## src/rtl/bpru_pkg.sv

```systemverilog
// Shared types and constants for the bitmap pixel row unpacker.
package bpru_pkg;

	localparam int DEFAULT_MAX_WIDTH  = 4096;
	localparam int DEFAULT_MAX_HEIGHT = 4096;
	localparam int QUEUE_DEPTH        = 4;

	localparam logic [2:0] CFG_DEPTH_MODE   = 3'd0;
	localparam logic [2:0] CFG_IMAGE_WIDTH  = 3'd1;
	localparam logic [2:0] CFG_IMAGE_HEIGHT = 3'd2;
	localparam logic [2:0] CFG_BOTTOM_UP    = 3'd3;

	localparam logic [2:0] DEPTH_1  = 3'd0;
	localparam logic [2:0] DEPTH_4  = 3'd1;
	localparam logic [2:0] DEPTH_8  = 3'd2;
	localparam logic [2:0] DEPTH_24 = 3'd3;
	localparam logic [2:0] DEPTH_32 = 3'd4;

	localparam logic [2:0]  RESET_DEPTH_MODE   = DEPTH_8;
	localparam logic [12:0] RESET_IMAGE_WIDTH  = 13'd1;
	localparam logic [12:0] RESET_IMAGE_HEIGHT = 13'd1;
	localparam logic        RESET_BOTTOM_UP    = 1'b1;

	typedef enum logic [1:0] {
		KIND_BIT,
		KIND_NIBBLE,
		KIND_WORD
	} kind_t;

	typedef struct packed {
		kind_t       kind;
		logic [31:0] data;
		logic [3:0]  count;
		logic [11:0] col;
		logic [11:0] row;
		logic        done;
	} job_t;

endpackage

```

## src/rtl/bpru_front.sv

```systemverilog
// Front end: configuration registers, row position tracking and byte classification.
module bpru_front #(
	parameter int MAX_WIDTH  = bpru_pkg::DEFAULT_MAX_WIDTH,
	parameter int MAX_HEIGHT = bpru_pkg::DEFAULT_MAX_HEIGHT
) (
	input  logic            clk,
	input  logic            arst_n,
	input  logic            cfg_we,
	input  logic [2:0]      cfg_index,
	input  logic [12:0]     cfg_data,
	input  logic            take,
	input  logic [7:0]      data_byte,
	output logic            job_push,
	output bpru_pkg::job_t  job
);

	localparam int WW = $clog2(MAX_WIDTH + 1);
	localparam int HW = $clog2(MAX_HEIGHT + 1);
	localparam int BW = $clog2(4 * MAX_WIDTH + 4);

	logic [2:0]    depth_mode_q;
	logic [12:0]   image_width_q;
	logic [12:0]   image_height_q;
	logic          bottom_up_q;
	logic [BW-1:0] byte_in_row_q;
	logic [HW-1:0] source_row_q;
	logic [WW-1:0] pixel_col_q;
	logic [23:0]   partial_pixel_q;
	logic [1:0]    byte_in_pixel_q;

	logic [WW-1:0] w_eff;
	logic [HW-1:0] h_eff;
	logic [2:0]    mode;
	logic [BW-1:0] rb;
	logic [BW-1:0] rp;
	logic [BW-1:0] bir_inc;
	logic          in_data;
	logic          row_end;
	logic          wide_mode;
	logic          complete;
	logic [WW-1:0] rem;
	logic [3:0]    cnt;
	logic [WW-1:0] col_next;
	logic [HW-1:0] last_row;
	logic [HW-1:0] dest_row;
	logic          cfg_hit;

	always_comb begin
		if (image_width_q == 13'd0) begin
			w_eff = WW'(1);
		end else if (32'(image_width_q) > MAX_WIDTH) begin
			w_eff = WW'(MAX_WIDTH);
		end else begin
			w_eff = WW'(image_width_q);
		end
		if (image_height_q == 13'd0) begin
			h_eff = HW'(1);
		end else if (32'(image_height_q) > MAX_HEIGHT) begin
			h_eff = HW'(MAX_HEIGHT);
		end else begin
			h_eff = HW'(image_height_q);
		end
		mode = (depth_mode_q > bpru_pkg::DEPTH_32) ? bpru_pkg::DEPTH_8 : depth_mode_q;
	end

	always_comb begin
		unique case (mode)
			bpru_pkg::DEPTH_1:  rb = (BW'(w_eff) + BW'(7)) >> 3;
			bpru_pkg::DEPTH_4:  rb = (BW'(w_eff) + BW'(1)) >> 1;
			bpru_pkg::DEPTH_24: rb = (BW'(w_eff) << 1) + BW'(w_eff);
			bpru_pkg::DEPTH_32: rb = BW'(w_eff) << 2;
			default:            rb = BW'(w_eff);
		endcase
	end

	assign rp        = (rb + BW'(3)) & ~BW'(3);
	assign bir_inc   = byte_in_row_q + BW'(1);
	assign in_data   = byte_in_row_q < rb;
	assign row_end   = bir_inc >= rp;
	assign wide_mode = (mode == bpru_pkg::DEPTH_24) || (mode == bpru_pkg::DEPTH_32);
	assign complete  = (mode == bpru_pkg::DEPTH_24) ? (byte_in_pixel_q == 2'd2)
	                                                : (byte_in_pixel_q == 2'd3);
	assign rem       = w_eff - pixel_col_q;
	assign last_row  = h_eff - HW'(1);
	assign dest_row  = bottom_up_q ? (last_row - source_row_q) : source_row_q;
	assign col_next  = pixel_col_q + WW'(cnt);
	assign cfg_hit   = cfg_we && (cfg_index <= bpru_pkg::CFG_BOTTOM_UP);

	always_comb begin
		cnt       = 4'd0;
		job.kind  = bpru_pkg::KIND_WORD;
		job.data  = {24'd0, data_byte};
		unique case (mode)
			bpru_pkg::DEPTH_1: begin
				cnt      = (32'(rem) >= 32'd8) ? 4'd8 : 4'(rem);
				job.kind = bpru_pkg::KIND_BIT;
			end
			bpru_pkg::DEPTH_4: begin
				cnt      = (32'(rem) >= 32'd2) ? 4'd2 : 4'(rem);
				job.kind = bpru_pkg::KIND_NIBBLE;
			end
			bpru_pkg::DEPTH_24: begin
				cnt      = (complete && pixel_col_q < w_eff) ? 4'd1 : 4'd0;
				job.data = {8'd0, partial_pixel_q[7:0], partial_pixel_q[15:8], data_byte};
			end
			bpru_pkg::DEPTH_32: begin
				cnt      = (complete && pixel_col_q < w_eff) ? 4'd1 : 4'd0;
				job.data = {data_byte, partial_pixel_q[7:0], partial_pixel_q[15:8],
				            partial_pixel_q[23:16]};
			end
			default: begin
				cnt = (pixel_col_q < w_eff) ? 4'd1 : 4'd0;
			end
		endcase
		job.count = cnt;
		job.col   = 12'(pixel_col_q);
		job.row   = 12'(dest_row);
		job.done  = (source_row_q == last_row) && (col_next == w_eff);
	end

	assign job_push = take && in_data && (cnt != 4'd0);

	always_ff @(posedge clk or negedge arst_n) begin
		if (!arst_n) begin
			depth_mode_q    <= bpru_pkg::RESET_DEPTH_MODE;
			image_width_q   <= bpru_pkg::RESET_IMAGE_WIDTH;
			image_height_q  <= bpru_pkg::RESET_IMAGE_HEIGHT;
			bottom_up_q     <= bpru_pkg::RESET_BOTTOM_UP;
			byte_in_row_q   <= '0;
			source_row_q    <= '0;
			pixel_col_q     <= '0;
			partial_pixel_q <= '0;
			byte_in_pixel_q <= '0;
		end else if (cfg_hit) begin
			unique case (cfg_index)
				bpru_pkg::CFG_DEPTH_MODE:   depth_mode_q   <= cfg_data[2:0];
				bpru_pkg::CFG_IMAGE_WIDTH:  image_width_q  <= cfg_data;
				bpru_pkg::CFG_IMAGE_HEIGHT: image_height_q <= cfg_data;
				default:                    bottom_up_q    <= cfg_data[0];
			endcase
			byte_in_row_q   <= '0;
			source_row_q    <= '0;
			pixel_col_q     <= '0;
			partial_pixel_q <= '0;
			byte_in_pixel_q <= '0;
		end else if (take) begin
			if (in_data) begin
				pixel_col_q <= col_next;
				if (wide_mode) begin
					if (complete) begin
						partial_pixel_q <= '0;
						byte_in_pixel_q <= '0;
					end else begin
						case (byte_in_pixel_q)
							2'd0:    partial_pixel_q[7:0]   <= data_byte;
							2'd1:    partial_pixel_q[15:8]  <= data_byte;
							default: partial_pixel_q[23:16] <= data_byte;
						endcase
						byte_in_pixel_q <= byte_in_pixel_q + 2'd1;
					end
				end
			end
			if (row_end) begin
				byte_in_row_q   <= '0;
				pixel_col_q     <= '0;
				partial_pixel_q <= '0;
				byte_in_pixel_q <= '0;
				source_row_q    <= (source_row_q == last_row) ? '0 : source_row_q + HW'(1);
			end else begin
				byte_in_row_q <= bir_inc;
			end
		end
	end

endmodule

```

## src/rtl/bpru_fifo.sv

```systemverilog
// Short job queue between the front end and the pixel expander.
module bpru_fifo (
	input  logic           clk,
	input  logic           arst_n,
	input  logic           wr_en,
	input  bpru_pkg::job_t wr_job,
	input  logic           rd_en,
	output bpru_pkg::job_t rd_job,
	output logic           full,
	output logic           empty
);

	localparam int DEPTH = bpru_pkg::QUEUE_DEPTH;
	localparam int AW    = $clog2(DEPTH);
	localparam int CW    = $clog2(DEPTH + 1);

	bpru_pkg::job_t slots_q [DEPTH];
	logic [AW-1:0]  wr_ptr_q;
	logic [AW-1:0]  rd_ptr_q;
	logic [CW-1:0]  count_q;
	logic           do_wr;
	logic           do_rd;

	assign full   = count_q == CW'(DEPTH);
	assign empty  = count_q == '0;
	assign do_wr  = wr_en && !full;
	assign do_rd  = rd_en && !empty;
	assign rd_job = slots_q[rd_ptr_q];

	always_ff @(posedge clk) begin
		if (do_wr) begin
			slots_q[wr_ptr_q] <= wr_job;
		end
	end

	always_ff @(posedge clk or negedge arst_n) begin
		if (!arst_n) begin
			wr_ptr_q <= '0;
			rd_ptr_q <= '0;
			count_q  <= '0;
		end else begin
			if (do_wr) begin
				wr_ptr_q <= (32'(wr_ptr_q) == DEPTH - 1) ? '0 : wr_ptr_q + AW'(1);
			end
			if (do_rd) begin
				rd_ptr_q <= (32'(rd_ptr_q) == DEPTH - 1) ? '0 : rd_ptr_q + AW'(1);
			end
			if (do_wr && !do_rd) begin
				count_q <= count_q + CW'(1);
			end else if (do_rd && !do_wr) begin
				count_q <= count_q - CW'(1);
			end
		end
	end

endmodule

```

## src/rtl/bpru_back.sv

```systemverilog
// Back end: expands jobs into the result register, a pixel per cycle unless stalled.
module bpru_back (
	input  logic           clk,
	input  logic           arst_n,
	input  logic           job_avail,
	input  bpru_pkg::job_t job,
	output logic           job_pop,
	input  logic           pop,
	output logic           empty,
	output logic [31:0]    pixel_word,
	output logic [11:0]    dest_row,
	output logic [11:0]    dest_col,
	output logic           last_of_run,
	output logic           image_done
);

	logic [2:0]  k_q;
	logic        out_valid_q;
	logic [2:0]  bit_sel;
	logic [31:0] word;
	logic        last;
	logic        advance;
	logic        emit;

	assign bit_sel = 3'd7 - k_q;
	assign last    = ({1'b0, k_q} + 4'd1) == job.count;
	assign advance = !out_valid_q || pop;
	assign emit    = advance && job_avail;
	assign job_pop = emit && last;
	assign empty   = !out_valid_q;

	always_comb begin
		unique case (job.kind)
			bpru_pkg::KIND_BIT:    word = {31'd0, job.data[bit_sel]};
			bpru_pkg::KIND_NIBBLE: word = {28'd0, (k_q == 3'd0) ? job.data[7:4] : job.data[3:0]};
			default:               word = job.data;
		endcase
	end

	always_ff @(posedge clk) begin
		if (emit) begin
			pixel_word  <= word;
			dest_row    <= job.row;
			dest_col    <= job.col + 12'(k_q);
			last_of_run <= last;
			image_done  <= job.done && last;
		end
	end

	always_ff @(posedge clk or negedge arst_n) begin
		if (!arst_n) begin
			k_q         <= '0;
			out_valid_q <= 1'b0;
		end else begin
			if (advance) begin
				out_valid_q <= job_avail;
			end
			if (emit) begin
				k_q <= last ? 3'd0 : k_q + 3'd1;
			end
		end
	end

endmodule

```

## src/rtl/bmp_pixel_row_unpacker_unit.sv

```systemverilog
// Top level of the bitmap pixel row unpacker.
//
// Input queue side: present data_byte with push; a transfer happens on a clock
// edge with push high and full low. Bytes are raw pixel data in file order,
// row padding included.
// Result queue side: while empty is low the oldest pixel sits on pixel_word,
// dest_row, dest_col, last_of_run and image_done; pop high transfers it.
// Configuration: cfg_valid with cfg_index and cfg_data writes one register;
// cfg_ready is always high. Write only while idle; any defined register write
// restarts the image at its first byte.
// Path: a byte that yields pixels is queued as a registered job, then its first pixel in the result register.
// Throughput: while pop keeps up, the expander puts out one pixel per cycle, so bytes of 8, 24 and
// 32 bit data stream at one per cycle; 4 bit and 1 bit data are slower per byte, as each byte yields
// up to 2 or 8 pixels; padding bytes make no pixels.
// A four-entry job queue decouples byte intake from pixel output.
// Reset: registers return to 8 bit, 1 x 1, bottom-up; queues empty.
// When pop stays low the result is held, the job queue fills and full rises.
module bmp_pixel_row_unpacker_unit #(
	parameter int MAX_WIDTH  = bpru_pkg::DEFAULT_MAX_WIDTH,
	parameter int MAX_HEIGHT = bpru_pkg::DEFAULT_MAX_HEIGHT
) (
	input  logic        clk,
	input  logic        arst_n,
	input  logic        cfg_valid,
	output logic        cfg_ready,
	input  logic [2:0]  cfg_index,
	input  logic [12:0] cfg_data,
	input  logic        push,
	output logic        full,
	input  logic [7:0]  data_byte,
	output logic        empty,
	input  logic        pop,
	output logic [31:0] pixel_word,
	output logic [11:0] dest_row,
	output logic [11:0] dest_col,
	output logic        last_of_run,
	output logic        image_done
);

	logic           take;
	logic           job_push;
	bpru_pkg::job_t front_job;
	bpru_pkg::job_t head_job;
	logic           job_pop;
	logic           q_empty;

	assign cfg_ready = 1'b1;
	assign take      = push && !full;

	bpru_front #(
		.MAX_WIDTH (MAX_WIDTH),
		.MAX_HEIGHT(MAX_HEIGHT)
	) u_front (
		.clk      (clk),
		.arst_n   (arst_n),
		.cfg_we   (cfg_valid && cfg_ready),
		.cfg_index(cfg_index),
		.cfg_data (cfg_data),
		.take     (take),
		.data_byte(data_byte),
		.job_push (job_push),
		.job      (front_job)
	);

	bpru_fifo u_fifo (
		.clk   (clk),
		.arst_n(arst_n),
		.wr_en (job_push),
		.wr_job(front_job),
		.rd_en (job_pop),
		.rd_job(head_job),
		.full  (full),
		.empty (q_empty)
	);

	bpru_back u_back (
		.clk        (clk),
		.arst_n     (arst_n),
		.job_avail  (!q_empty),
		.job        (head_job),
		.job_pop    (job_pop),
		.pop        (pop),
		.empty      (empty),
		.pixel_word (pixel_word),
		.dest_row   (dest_row),
		.dest_col   (dest_col),
		.last_of_run(last_of_run),
		.image_done (image_done)
	);

endmodule

```

## config.mk

```make
export PLATFORM = sky130hd
export DESIGN_NAME = bmp_pixel_row_unpacker_unit
export DESIGN_NICKNAME = d
export VERILOG_FILES = /design/src/rtl/bpru_pkg.sv /design/src/rtl/bpru_front.sv /design/src/rtl/bpru_fifo.sv /design/src/rtl/bpru_back.sv /design/src/rtl/bmp_pixel_row_unpacker_unit.sv
export SDC_FILE = /design/constraint.sdc
export NUM_CORES = 1
export LEC_CHECK = 0
export ABC_AREA = 0
export BUFFER_PORTS_ARGS = -buffer_cell sky130_fd_sc_hd__buf_2
export CAP_MARGIN = 30
export CORE_MARGIN = 8
export CORE_UTILIZATION = 64
export CTS_BUF_LIST = sky130_fd_sc_hd__clkbuf_4 sky130_fd_sc_hd__clkbuf_8
export CTS_CLUSTER_DIAMETER = 50
export CTS_CLUSTER_SIZE = 24
export DETAILED_ROUTE_END_ITERATION = 12
export GPL_TIMING_DRIVEN = 0
export PLACE_DENSITY = 0.82
export SLEW_MARGIN = 20
export SYNTH_ARGS = -nofsm -noshare
export SYNTH_HDL_FRONTEND = slang
export SYNTH_SLANG_ARGS = --single-unit
```

## constraint.sdc

```tcl
create_clock -name clk -period 9.47 [get_ports clk]
set_input_delay 1.894 -clock clk [delete_from_list [all_inputs] [get_ports clk]]
set_output_delay 1.894 -clock clk [all_outputs]
set_load 0.05 [all_outputs]
```

==> results of run 1 <==
registers in the layout, summed over array words and instances (netlist names):
register and count:
u_fifo.wr_ptr_q 2, u_back.last_of_run 1, u_front.image_width_q 13, u_fifo.count_q 3
u_front.bottom_up_q 1, u_front.source_row_q 13, u_back.dest_row 12, u_front.depth_mode_q 3
u_fifo.slots_q 252, u_back.out_valid_q 1, u_back.k_q 3, u_front.image_height_q 13
u_front.byte_in_pixel_q 2, u_fifo.rd_ptr_q 2, u_front.pixel_col_q 13, u_back.image_done 1
u_back.dest_col 12, u_front.byte_in_row_q 15, u_back.pixel_word 32, u_front.partial_pixel_q 24
final cells by class:
| cell class | count | area, sq um |
|---|---|---|
| Buffer | 70 | 332 |
| Clock buffer | 35 | 475 |
| Clock inverter | 27 | 359 |
| Fill cell | 2241 | 9640 |
| Inverter | 78 | 317 |
| Multi-Input combinational cell | 1140 | 8880 |
| Sequential cell | 418 | 12000 |
| Tap cell | 448 | 561 |
| Timing Repair Buffer | 103 | 709 |
where the power goes:
part	switching, mW	internal, mW
registers	0.221	2.53
logic	1.97	1.15
clock network	0.699	0.435
critical path: cells and delay by family, from the launching register on:
family / cells / cell delay [ns]
AND/OR/NAND/NOR: 9 / 3.93
AO/OA/AOI/OAI: 6 / 1.67
adder cells (fa/ha/maj): 3 / 0.88
flip-flops: 1 / 0.57
buffers and inverters: 3 / 0.42
multiplexers: 1 / 0.27
XOR/XNOR: 1 / 0.22
worst max path at each step:
stage | depth (start not counted) | slack (ns) | from | to
final | 23 | 1.36 | u_front.image_width_q[12] | u_fifo.slots_q[2][0]
after global routing | 24 | 1.20 | u_front.image_width_q[12] | u_fifo.slots_q[2][0]
after CTS | 23 | 1.58 | u_front.image_width_q[12] | u_fifo.slots_q[2][0]
after detailed placement | 23 | 1.59 | u_front.image_width_q[12] | u_fifo.slots_q[3][0]
after global placement | 21 | -1.15 | u_front.image_width_q[12] | u_fifo.slots_q[3][5]
after floorplan | 21 | 1.91 | u_front.image_width_q[12] | u_fifo.slots_q[0][0]
layer usage:
layer / global-route usage [%] / vias to the layer above / wire [microns]
met3: 3.82 / 105 / 3630
met1: 33.3 / 7273 / 20400
met5: 0 / - / 0
met4: 8.81 / 0 / 1460
li1: - / 6671 / -
met2: 44.8 / 615 / 25600
stage by stage:
stage          TNS, ns  std cells
2_1_floorplan        0       1706
3_3_place_gp   -276.26       2242
3_5_place_dp         0       2253
4_1_cts              0       2315
5_1_grt              0       2319
6_report             0       2319
placed cells by master (no fill, tap or decap), drive strengths merged, types with 8 or more instances in the layout:
cell type and count:
buf 123, inv 87, o22ai 8, mux2 35, o21a 10, nor2 87, nor2b 47, mux4 64
and2 29, nand4 14, nor4 14, clkinv 13, a31oi 10, a22o 30, and3 19, a21oi 57
ha 86, or2 8, o211ai 11, mux2i 15, nand2 150, a21o 22, nand3 42, dfrtp 104
nor3 40, clkbuf 85, o21ai 94, xnor2 70, nand2b 30, edfxtp 310, xor2 27
synth_stat cells, types with 10 or more instances:
cell type and number:
ha_1 86, nand4_1 14, nor3_1 40, o21ai_0 90, and3_1 18, a21oi_1 57, dfrtp_1 104, a22o_1 29
inv_1 73, nand2_1 150, xnor2_1 70, nand3_1 42, xor2_1 27, clkbuf_1 48, mux4_2 64, mux2_2 33
o211ai_1 11, edfxtp_1 310, nor4_1 11, nor2b_1 47, a31oi_1 10, a21o_1 21, o21a_1 10, mux2i_1 15
and2_1 29, nor2_1 85, nand2b_1 30
cells by family after synthesis:
family                     count (synthesis)  synth area share, %
and+or+nand+nor                          522                 12.6
DFF                                      418                 55.9
AOI/OAI and AO/OA                        314                 9.77
buffers and inverters                    148                 3.00
muxes                                    114                 9.23
xor gates and xnor gates                  97                 3.95
adders and majority gates                 92                 5.51
other                                      1               0.0174
==> metrics, run 1 <==
status=finished clean; drt first pass iters=6; Yosys top cell area share=43.3%; GR Overflow Total=0; Yosys cell types=106; Synth Instances=1706; max cap viols=0; Slowest Stage Delay on Critical Path=0.81 ns; CP max FO=10; FP Rows=67; pre-CTS setup slack=1.59 ns; first-pass GRT wire length=80000 microns; Final Skew=0.0594 ns; Post-DRT Antenna Nets=0; Critical Path RT=9.91 ns; Die Y-Extent=199 microns; worst hold path stage count=1; initial antenna violation count=0; fin crit share=85.6%; Layout Area Growth over Synthesis=9.94%; post-cts resize count=0; share of cells above drive strength 1=17.0%; # IOs=90; drt initial violations=1289; r2r startpoint=u_front.image_width_q[12]; Pwr Density=296 mW/mm^2; die area=0.0397 sq mm; ys async rst share=25.8%; Power Total=7.01 mW; sequential area share after synthesis=55.9%; minimum clock period after layout=8.11 ns; number of flops mapped to enable cells by yosys=310; via count=14700; DRC=0; worst hold margin=0.500 ns; CP Cell Sequence=buf_4 -> and2b_2 -> or2_4 -> inv_4 -> ha_1 -> inv_1 -> fa_1 -> and4b_1 -> nor4_1 -> mux2i_1 -> o21ai_1 -> or4_1 -> nor4_2 -> nand2_1 -> a21oi_1 -> fa_1 -> a21o_1 -> a21oi_1 -> nor4_1 -> nand3_1 -> xnor2_1 -> a2111oi_0 -> o2111a_1; Post-CTS Repair Setup Buffers=0; crit path kind=flip-flop to flip-flop; Max clock buf depth=3; mapped cell area=0.0215 sq mm; Final Wtd Congestion=0.977; Final Hold Fails=0; TritonCTS Buffers=34; vias in the first global route=14700; crit path DAT=8.55 ns; Max VDD drop=206 uV; Reg2Reg Setup Slack=1.36 ns; synth top area cells=edfxtp_1 43%, dfrtp_1 12%, mux4_2 6.7%; worst setup margin=1.36 ns; CTS tree=built; hold endpoint=u_fifo.count_q[2]; Buffers on Ports=88; drt total wl=51000 microns; syn_nets=1826; hold crit path type=flip-flop to flip-flop; die span in x=199 microns; Slew @ Worst Pin=1.09 ns; worst reg2reg path endpoint=u_fifo.slots_q[2][0]; Final Slew Violations=0; biggest area consumer among synthesized cells=edfxtp_1; Final #Nets=1965; synthesized flop and latch total=418; H-tree depth=2; RSZ-0062 raised after global routing=no; placed standard-cell area=0.0228 sq mm; Total GRT Usage=25.9%; clk sink count=418; worst skew pair latency=0.63 ns; final setup violating endpoints=0; core area=0.0333 sq mm; P_leak=9.03 nW; CTS Root Cell=clkbuf_8; Slowest-stage cell, CP=nor4_1; Reg2Reg Depth=23; crit end category=flip-flop; min-delay src=u_fifo.count_q[2]; Avg Inst Size Synth=12.6 sq um; hpwl dp=37200 microns; final core utilization=71.0%; CTS Hold Buffers Added=0; pin count of the biggest net entering global routing=78; Max-slew headroom=27.1%; Main synth FF type=edfxtp_1; Wirelength per Cell=22.0 microns; Setup crit start kind=flip-flop; Ys Warns=0; Via-to-Cell Ratio=6.32; Clk pin slew, worst setup/hold paths=0.11 ns; Initial Util=64.6%; Max Fclk=123 MHz; Antenna Cells=0; final instance area=0.0236 sq mm
Note: power is estimated with default switching activity, not from simulation.
==> inputs of run 2 (changes only) <==
--- a/config.mk
+++ b/config.mk
@@ -5,7 +5,7 @@
 export SDC_FILE = /design/constraint.sdc
 export NUM_CORES = 1
 export LEC_CHECK = 0
-export ABC_AREA = 0
+export ABC_AREA = 1
 export BUFFER_PORTS_ARGS = -buffer_cell sky130_fd_sc_hd__buf_2
 export CAP_MARGIN = 30
 export CORE_MARGIN = 8
==> run 2 against run 1 <==
Total power rose by 9.4%. Sequential power rose by 2%. Worst setup slack improved by 0.76 ns. Sequential share of layout area fell by 0.16 points. Cell count rose by 25%. Register-to-register slack improved by 0.76 ns. Cell area rose by 0.32%. First-iteration DRC count rose by 24%. Clock skew fell by 0.028 ns. Wire length rose by 12%. Critical endpoint is now u_front.pixel_col_q[5]. Largest power group unchanged.
==> metrics, run 2 <==
status=finished clean; Yosys cell types=58 (-45%); mapped cell area=0.0216 sq mm (+0.49%); Pwr Density=323 mW/mm^2 (+9.0%); minimum clock period after layout=7.35 ns (-0.756 ns); GR Overflow Total=0 (unchanged); share of cells above drive strength 1=9.27% (-7.8 points); crit end category=flip-flop; CTS tree=built; Max Fclk=136 MHz (+10%); Setup crit start kind=flip-flop; Max-slew headroom=43.5% (+16 points); Layout fillers=2506 (+12%); Slowest-stage cell, CP=clkbuf_1; core area=0.0334 sq mm (+0.25%); CP max FO=10 (unchanged); drt total wl=57100 microns (+12%); post-cts resize count=0 (unchanged); synth top area cells=edfxtp_1 43%, dfrtp_1 12%, nand2_1 7.6%; H-tree depth=2 (unchanged); drt initial violations=1595 (+24%); # IOs=90 (unchanged); Final Hold Fails=0 (unchanged); die area=0.0399 sq mm (+0.45%); Total GRT Usage=28.5% (+2.5 points); Synth Instances=2288 (+34%); Final #Nets=2545 (+30%); drt first pass iters=6 (unchanged); placed standard-cell area=0.0229 sq mm (+0.46%); ys async rst share=25.8% (unchanged); initial antenna violation count=0 (unchanged); clk sink count=418 (unchanged); busiest layer in global routing=met2; Clk pin slew, worst setup/hold paths=0.11 ns (about the same); pre-CTS setup slack=2.27 ns (+0.680 ns); crit path kind=flip-flop to flip-flop; Critical Path RT=9.97 ns (+0.06 ns); crit path DAT=7.85 ns (-0.70 ns); max cap viols=0 (unchanged); hold crit path type=flip-flop to flip-flop; commonest non-fill, non-tap cells in the layout=440 x nand2_1, 310 x edfxtp_1, 260 x inv_1; Main synth FF type=edfxtp_1; FP Rows=67 (unchanged); Initial Util=64.8% (+0.15 points); vias in the first global route=16800 (+14%); Via-to-Cell Ratio=5.91 (-6.6%); Post-DRT Antenna Nets=0 (unchanged); routing usage on met3=3.47% (-0.35 points); Final Wtd Congestion=0.960 (-1.7%); P_leak=10.0 nW (+11%); Max VDD drop=214 uV (+3.9%); Final Skew=0.0315 ns (-0.0279 ns); Antenna Cells=0 (unchanged); worst setup margin=2.12 ns (+0.756 ns); die span in x=200 microns (+0.22%); Slew @ Worst Pin=0.826 ns (-0.268 ns); critical path's most frequent cell=nand2_1; Avg Inst Size Synth=9.45 sq um (-25%); syn_nets=2408 (+32%); via count=17100 (+17%); Yosys top cell area share=43.1% (-0.21 points); final core utilization=71.1% (about the same); Largest register FFs=252 (unchanged); worst skew pair latency=0.58 ns (-0.05 ns); GRT met1 Usage=35.7% (+2.4 points); sequential area share after synthesis=55.6% (-0.27 points); first-pass GRT wire length=88500 microns (+11%); Slowest Stage Delay on Critical Path=0.69 ns (-0.12 ns); final instance area=0.0237 sq mm (+0.32%); hpwl dp=42300 microns (+14%); commonest non-fill, non-tap cell in the layout=nand2_1; Wirelength per Cell=19.7 microns (-10%); Largest regs=u_fifo.slots_q x252, u_back.pixel_word x32, u_front.partial_pixel_q x24; Ys Warns=0 (unchanged); CTS Root Cell=clkbuf_8; Die Y-Extent=200 microns (+0.22%); biggest area consumer among synthesized cells=edfxtp_1; most frequent cell after synthesis=nand2_1; TritonCTS Buffers=35 (+2.9%); Reg with most FFs=u_fifo.slots_q; RSZ-0062 raised after global routing=no; synthesized flop and latch total=418 (unchanged); CTS Hold Buffers Added=0 (unchanged); met2 Track Usage GR=50.3% (+5.5 points); Layout Area Growth over Synthesis=9.75%; Buffers on Ports=88 (unchanged); DRC=0 (unchanged); Post-CTS Repair Setup Buffers=0 (unchanged); Synth top cells by count=440 x nand2_1, 310 x edfxtp_1, 261 x inv_1; number of flops mapped to enable cells by yosys=310 (unchanged); final setup violating endpoints=0 (unchanged); pin count of the biggest net entering global routing=63 (-19%); fin crit share=77.6% (-8.0 points); Max clock buf depth=3 (unchanged); Final Slew Violations=0 (unchanged)
run 2: cell types whose count changed in the layout (fill, tap and decap cells not counted), moves of 48 or more:
cell / before / now
nor2_1: 81 / 236
inv_1: 72 / 260
nand3_1: 42 / 101
nand2_1: 150 / 440
xnor2_1: 70 / 19
o21ai_0: 90 / 212
o22ai_1: 8 / 56
mux4_2: 64 / 0
run 2: logic make-up (layout without fill, tap and decap cells):
kind of cell	count (synthesis)	count (layout)	share of synthesized area, %
and+or+nand+nor	892	892	17.6
AOI/OAI and AO/OA	463	463	12.0
DFF	418	418	55.6
buffers and inverters	344	506	6.17
adders and majority gates	91	91	5.44
xor gates and xnor gates	78	78	3.16
other	1	1	0.0174
muxes	1	1	0.0521
run 2: layout make-up:
cell class / instances / area (sq um) / area share [%]
multi-input combinational: 1526 / 8290 / 35.0
tap: 448 / 561 / 2.36
clock inverter: 25 / 338 / 1.42
sequential: 418 / 12000 / 50.7
buffer: 75 / 323 / 1.36
clock buffer: 37 / 503 / 2.12
timing repair buffer: 100 / 674 / 2.84
inverter: 269 / 1010 / 4.27
run 2: report_power, final:
part           internal [mW]  leakage (nW)  switching (mW)
clock network          0.516         0.420           0.666
logic                   1.03          5.28            2.64
registers               2.60          4.31           0.213
run 2: worst max-delay path: cells and delay by family (launching register included):
family | cells | cell delay (ns)
buffers and inverters | 6 | 2.32
DFF | 1 | 0.51
adders and majority gates | 2 | 0.59
AOI/OAI and AO/OA | 8 | 1.20
and+or+nand+nor | 19 | 2.67
run 2: routing by layer:
metal / share of wire (%) / up-vias / wire length (microns)
met2: 49 / 787 / 28100
met3: 7.6 / 138 / 4350
met1: 39 / 8126 / 22500
met5: 0 / - / 0
met4: 3.7 / 0 / 2120
li1: - / 8067 / -
run 2: final timing paths:
check | start | end | slack (ns) | cells after the start
max | u_front.image_width_q[2] | u_front.pixel_col_q[5] | 2.12 | 35
min | u_front.image_width_q[8] | u_front.image_width_q[8] | 0.50 | 2
max reg2reg | u_front.image_width_q[2] | u_front.pixel_col_q[5] | 2.12 | 35
min reg2reg | u_front.image_width_q[8] | u_front.image_width_q[8] | 0.50 | 2
max in group asynchronous | arst_n | u_fifo.count_q[0] | 7.51 | 2
min in group asynchronous | arst_n | u_front.source_row_q[1] | 1.24 | 1
run 2: through the flow:
stage	power (mW)	instances	hold slack [ns]	setup TNS (ns)
finish	7.67	2898	0.502	0
floorplan	5.38	2288	0.453	0
global placement	6.31	2824	0.471	-159.52
detailed placement	6.46	2835	0.478	0
CTS	7.64	2897	0.504	0
global route	8.13	2898	0.532	0
==> inputs of run 3 (changes only) <==
--- a/config.mk
+++ b/config.mk
@@ -5,7 +5,7 @@
 export SDC_FILE = /design/constraint.sdc
 export NUM_CORES = 1
 export LEC_CHECK = 0
-export ABC_AREA = 1
+export ABC_AREA = 0
 export BUFFER_PORTS_ARGS = -buffer_cell sky130_fd_sc_hd__buf_2
 export CAP_MARGIN = 30
 export CORE_MARGIN = 8
==> constraint.sdc (replaced) <==
create_clock -name clk -period 7.1 [get_ports clk]
set_input_delay 1.42 -clock clk [delete_from_list [all_inputs] [get_ports clk]]
set_output_delay 1.42 -clock clk [all_outputs]
set_load 0.05 [all_outputs]
==> run 3 against run 2 <==
Via count decreased by 14%. Highest routed layer unchanged. Maximum frequency grew 6.3%. Sequential share of layout area down 0.27 points. Clock skew rose by 0.031 ns.
==> metrics, run 3 (synthesis results as in run 1) <==
Critical Path RT=7.63 ns (-2.34 ns); P_leak=9.11 nW (-9.0%); Final Hold Fails=0 (unchanged); core area=0.0333 sq mm (-0.25%); placed standard-cell area=0.0228 sq mm (-0.46%); worst skew pair latency=0.64 ns (+0.06 ns); die area=0.0397 sq mm (-0.45%); share of cells above drive strength 1=19.1% (+9.8 points); crit end category=flip-flop; commonest non-fill, non-tap cell in the layout=edfxtp_1; hpwl dp=37200 microns (-12%); fin crit share=97.4% (+20 points); FP Rows=67 (unchanged); pin count of the biggest net entering global routing=78 (+24%); first-pass GRT wire length=80300 microns (-9.3%); Layout Area Growth over Synthesis=10.9%; initial antenna violation count=0 (unchanged); Slowest-stage cell, CP=a2111oi_1; Via-to-Cell Ratio=6.34 (+7.3%); Max clock buf depth=3 (unchanged); Antenna Cells=0 (unchanged); worst setup margin=0.182 ns (-1.93 ns); DRC=0 (unchanged); final setup violating endpoints=0 (unchanged); TritonCTS Buffers=34 (-2.9%); Die Y-Extent=199 microns (-0.22%); status=finished clean; CTS Root Cell=clkbuf_8; crit path DAT=7.44 ns (-0.41 ns); minimum clock period after layout=6.92 ns (-0.435 ns); Max VDD drop=275 uV (+28%); H-tree depth=2 (unchanged); Finished Layout Cells=2320 (-20%); Slew @ Worst Pin=1.02 ns (+0.197 ns); Inst Count DP=2253 (-21%); drt first pass iters=6 (unchanged); CP max FO=10 (unchanged); drt total wl=51500 microns (-9.9%); worst hold margin=0.503 ns (+0.00165 ns); Reg2Reg Depth=26 (-26%); hold crit path type=flip-flop to flip-flop; Setup crit start kind=flip-flop; vias in the first global route=14800 (-12%); crit path kind=flip-flop to flip-flop; GR Overflow Total=0 (unchanged); Buffers on Ports=88 (unchanged); CTS Hold Buffers Added=0 (unchanged); Max-slew headroom=29.9% (-14 points); Largest regs=u_fifo.slots_q x252, u_back.pixel_word x32, u_front.partial_pixel_q x24; Clk pin slew, worst setup/hold paths=0.13 ns (+0.02 ns); Power Total=9.42 mW (+23%); CTS tree=built; clk sink count=418 (unchanged); via count=14700 (-14%); drt initial violations=1209 (-24%); Post-DRT Antenna Nets=0 (unchanged); pre-CTS setup slack=-0.779 ns (-3.05 ns); max cap viols=0 (unchanged); Wirelength per Cell=22.2 microns (+13%); Reg with most FFs=u_fifo.slots_q; # IOs=90 (unchanged); Final Slew Violations=0 (unchanged); Max Fclk=145 MHz (+6.3%); die span in x=199 microns (-0.22%); final core utilization=71.7% (+0.57 points); Final Wtd Congestion=0.977 (+1.8%); Pwr Density=395 mW/mm^2 (+22%); Slowest Stage Delay on Critical Path=0.71 ns (+0.02 ns); worst hold path stage count=1 (-1); Total GRT Usage=26.0% (-2.5 points); commonest non-fill, non-tap cells in the layout=310 x edfxtp_1, 150 x nand2_1, 103 x dfrtp_1; final instance area=0.0239 sq mm (+0.55%); Largest register FFs=252 (unchanged); Layout fillers=2208 (-12%); Initial Util=64.6% (-0.15 points); Final Skew=0.0623 ns (+0.0309 ns); Final #Nets=1966 (-23%); setup TNS=0 ns (unchanged)
[run 3: cell count changes in the layout (fill, tap and decap cells not counted), moves of 37 or more]
cell | before | now
nand2_1 | 440 | 150
inv_1 | 260 | 71
nor2_1 | 236 | 81
o21ai_0 | 212 | 90
mux4_2 | 0 | 64
nand3_1 | 101 | 41
xnor2_1 | 19 | 69
o22ai_1 | 56 | 8
nor2b_1 | 0 | 45
o21ai_1 | 43 | 3
a21oi_1 | 90 | 53
[run 3: where the power goes]
| part | internal [mW] | switching (mW) |
|---|---|---|
| clock | 0.580 | 0.934 |
| sequential | 3.37 | 0.297 |
| combinational | 1.57 | 2.67 |
[run 3: cell type report]
type	instances	area [sq um]	area share (%)
Clock buffer	35	475	1.99
Timing Repair Buffer	107	742	3.11
Buffer	67	333	1.40
Tap cell	448	561	2.35
Clock inverter	27	359	1.51
Sequential cell	418	12000	50.4
Inverter	78	320	1.34
Multi-Input combinational cell	1140	9040	37.9
[run 3: what timing repair did]
action                     4_1_cts  5_1_grt
setup buffers                    3        2
hold endpoints to repair         0        0
setup endpoints to repair       53      224
pin swaps                        2        3
resized for setup               19       32
[run 3: path summary, 6_finish.rpt]
kind / startpoint / end / slack, ns
setup / recovery: u_front.image_width_q[12] / u_front.partial_pixel_q[20] / 0.18
hold / removal: u_fifo.count_q[2] / u_fifo.count_q[2] / 0.50
setup reg to reg: u_front.image_width_q[12] / u_front.partial_pixel_q[20] / 0.18
hold reg to reg: u_fifo.count_q[2] / u_fifo.count_q[2] / 0.50
max in group asynchronous: arst_n / u_front.image_width_q[12] / 5.64
min in group asynchronous: arst_n / u_back.k_q[2] / 0.70
[run 3: layer usage]
metal / vias up / wire length, microns / part of all wire, % / GRT usage, %
met1: 7269 / 20500 / 40 / 33.2
met4: 0 / 1600 / 3.1 / 9.03
met3: 127 / 3740 / 7.3 / 3.86
met2: 634 / 25600 / 50 / 45.1
met5: - / 0 / 0 / 0
li1: 6675 / - / - / -
[run 3: worst max-delay path, delay by kind of cell (launching register included)]
| kind | cells | cell delay (ns) |
|---|---|---|
| AND/OR/NAND/NOR | 10 | 2.20 |
| adder cells (fa/ha/maj) | 2 | 0.67 |
| AO/OA/AOI/OAI | 8 | 2.30 |
| buffers and inverters | 5 | 1.05 |
| flip-flops | 1 | 0.49 |
| XOR/XNOR | 1 | 0.14 |
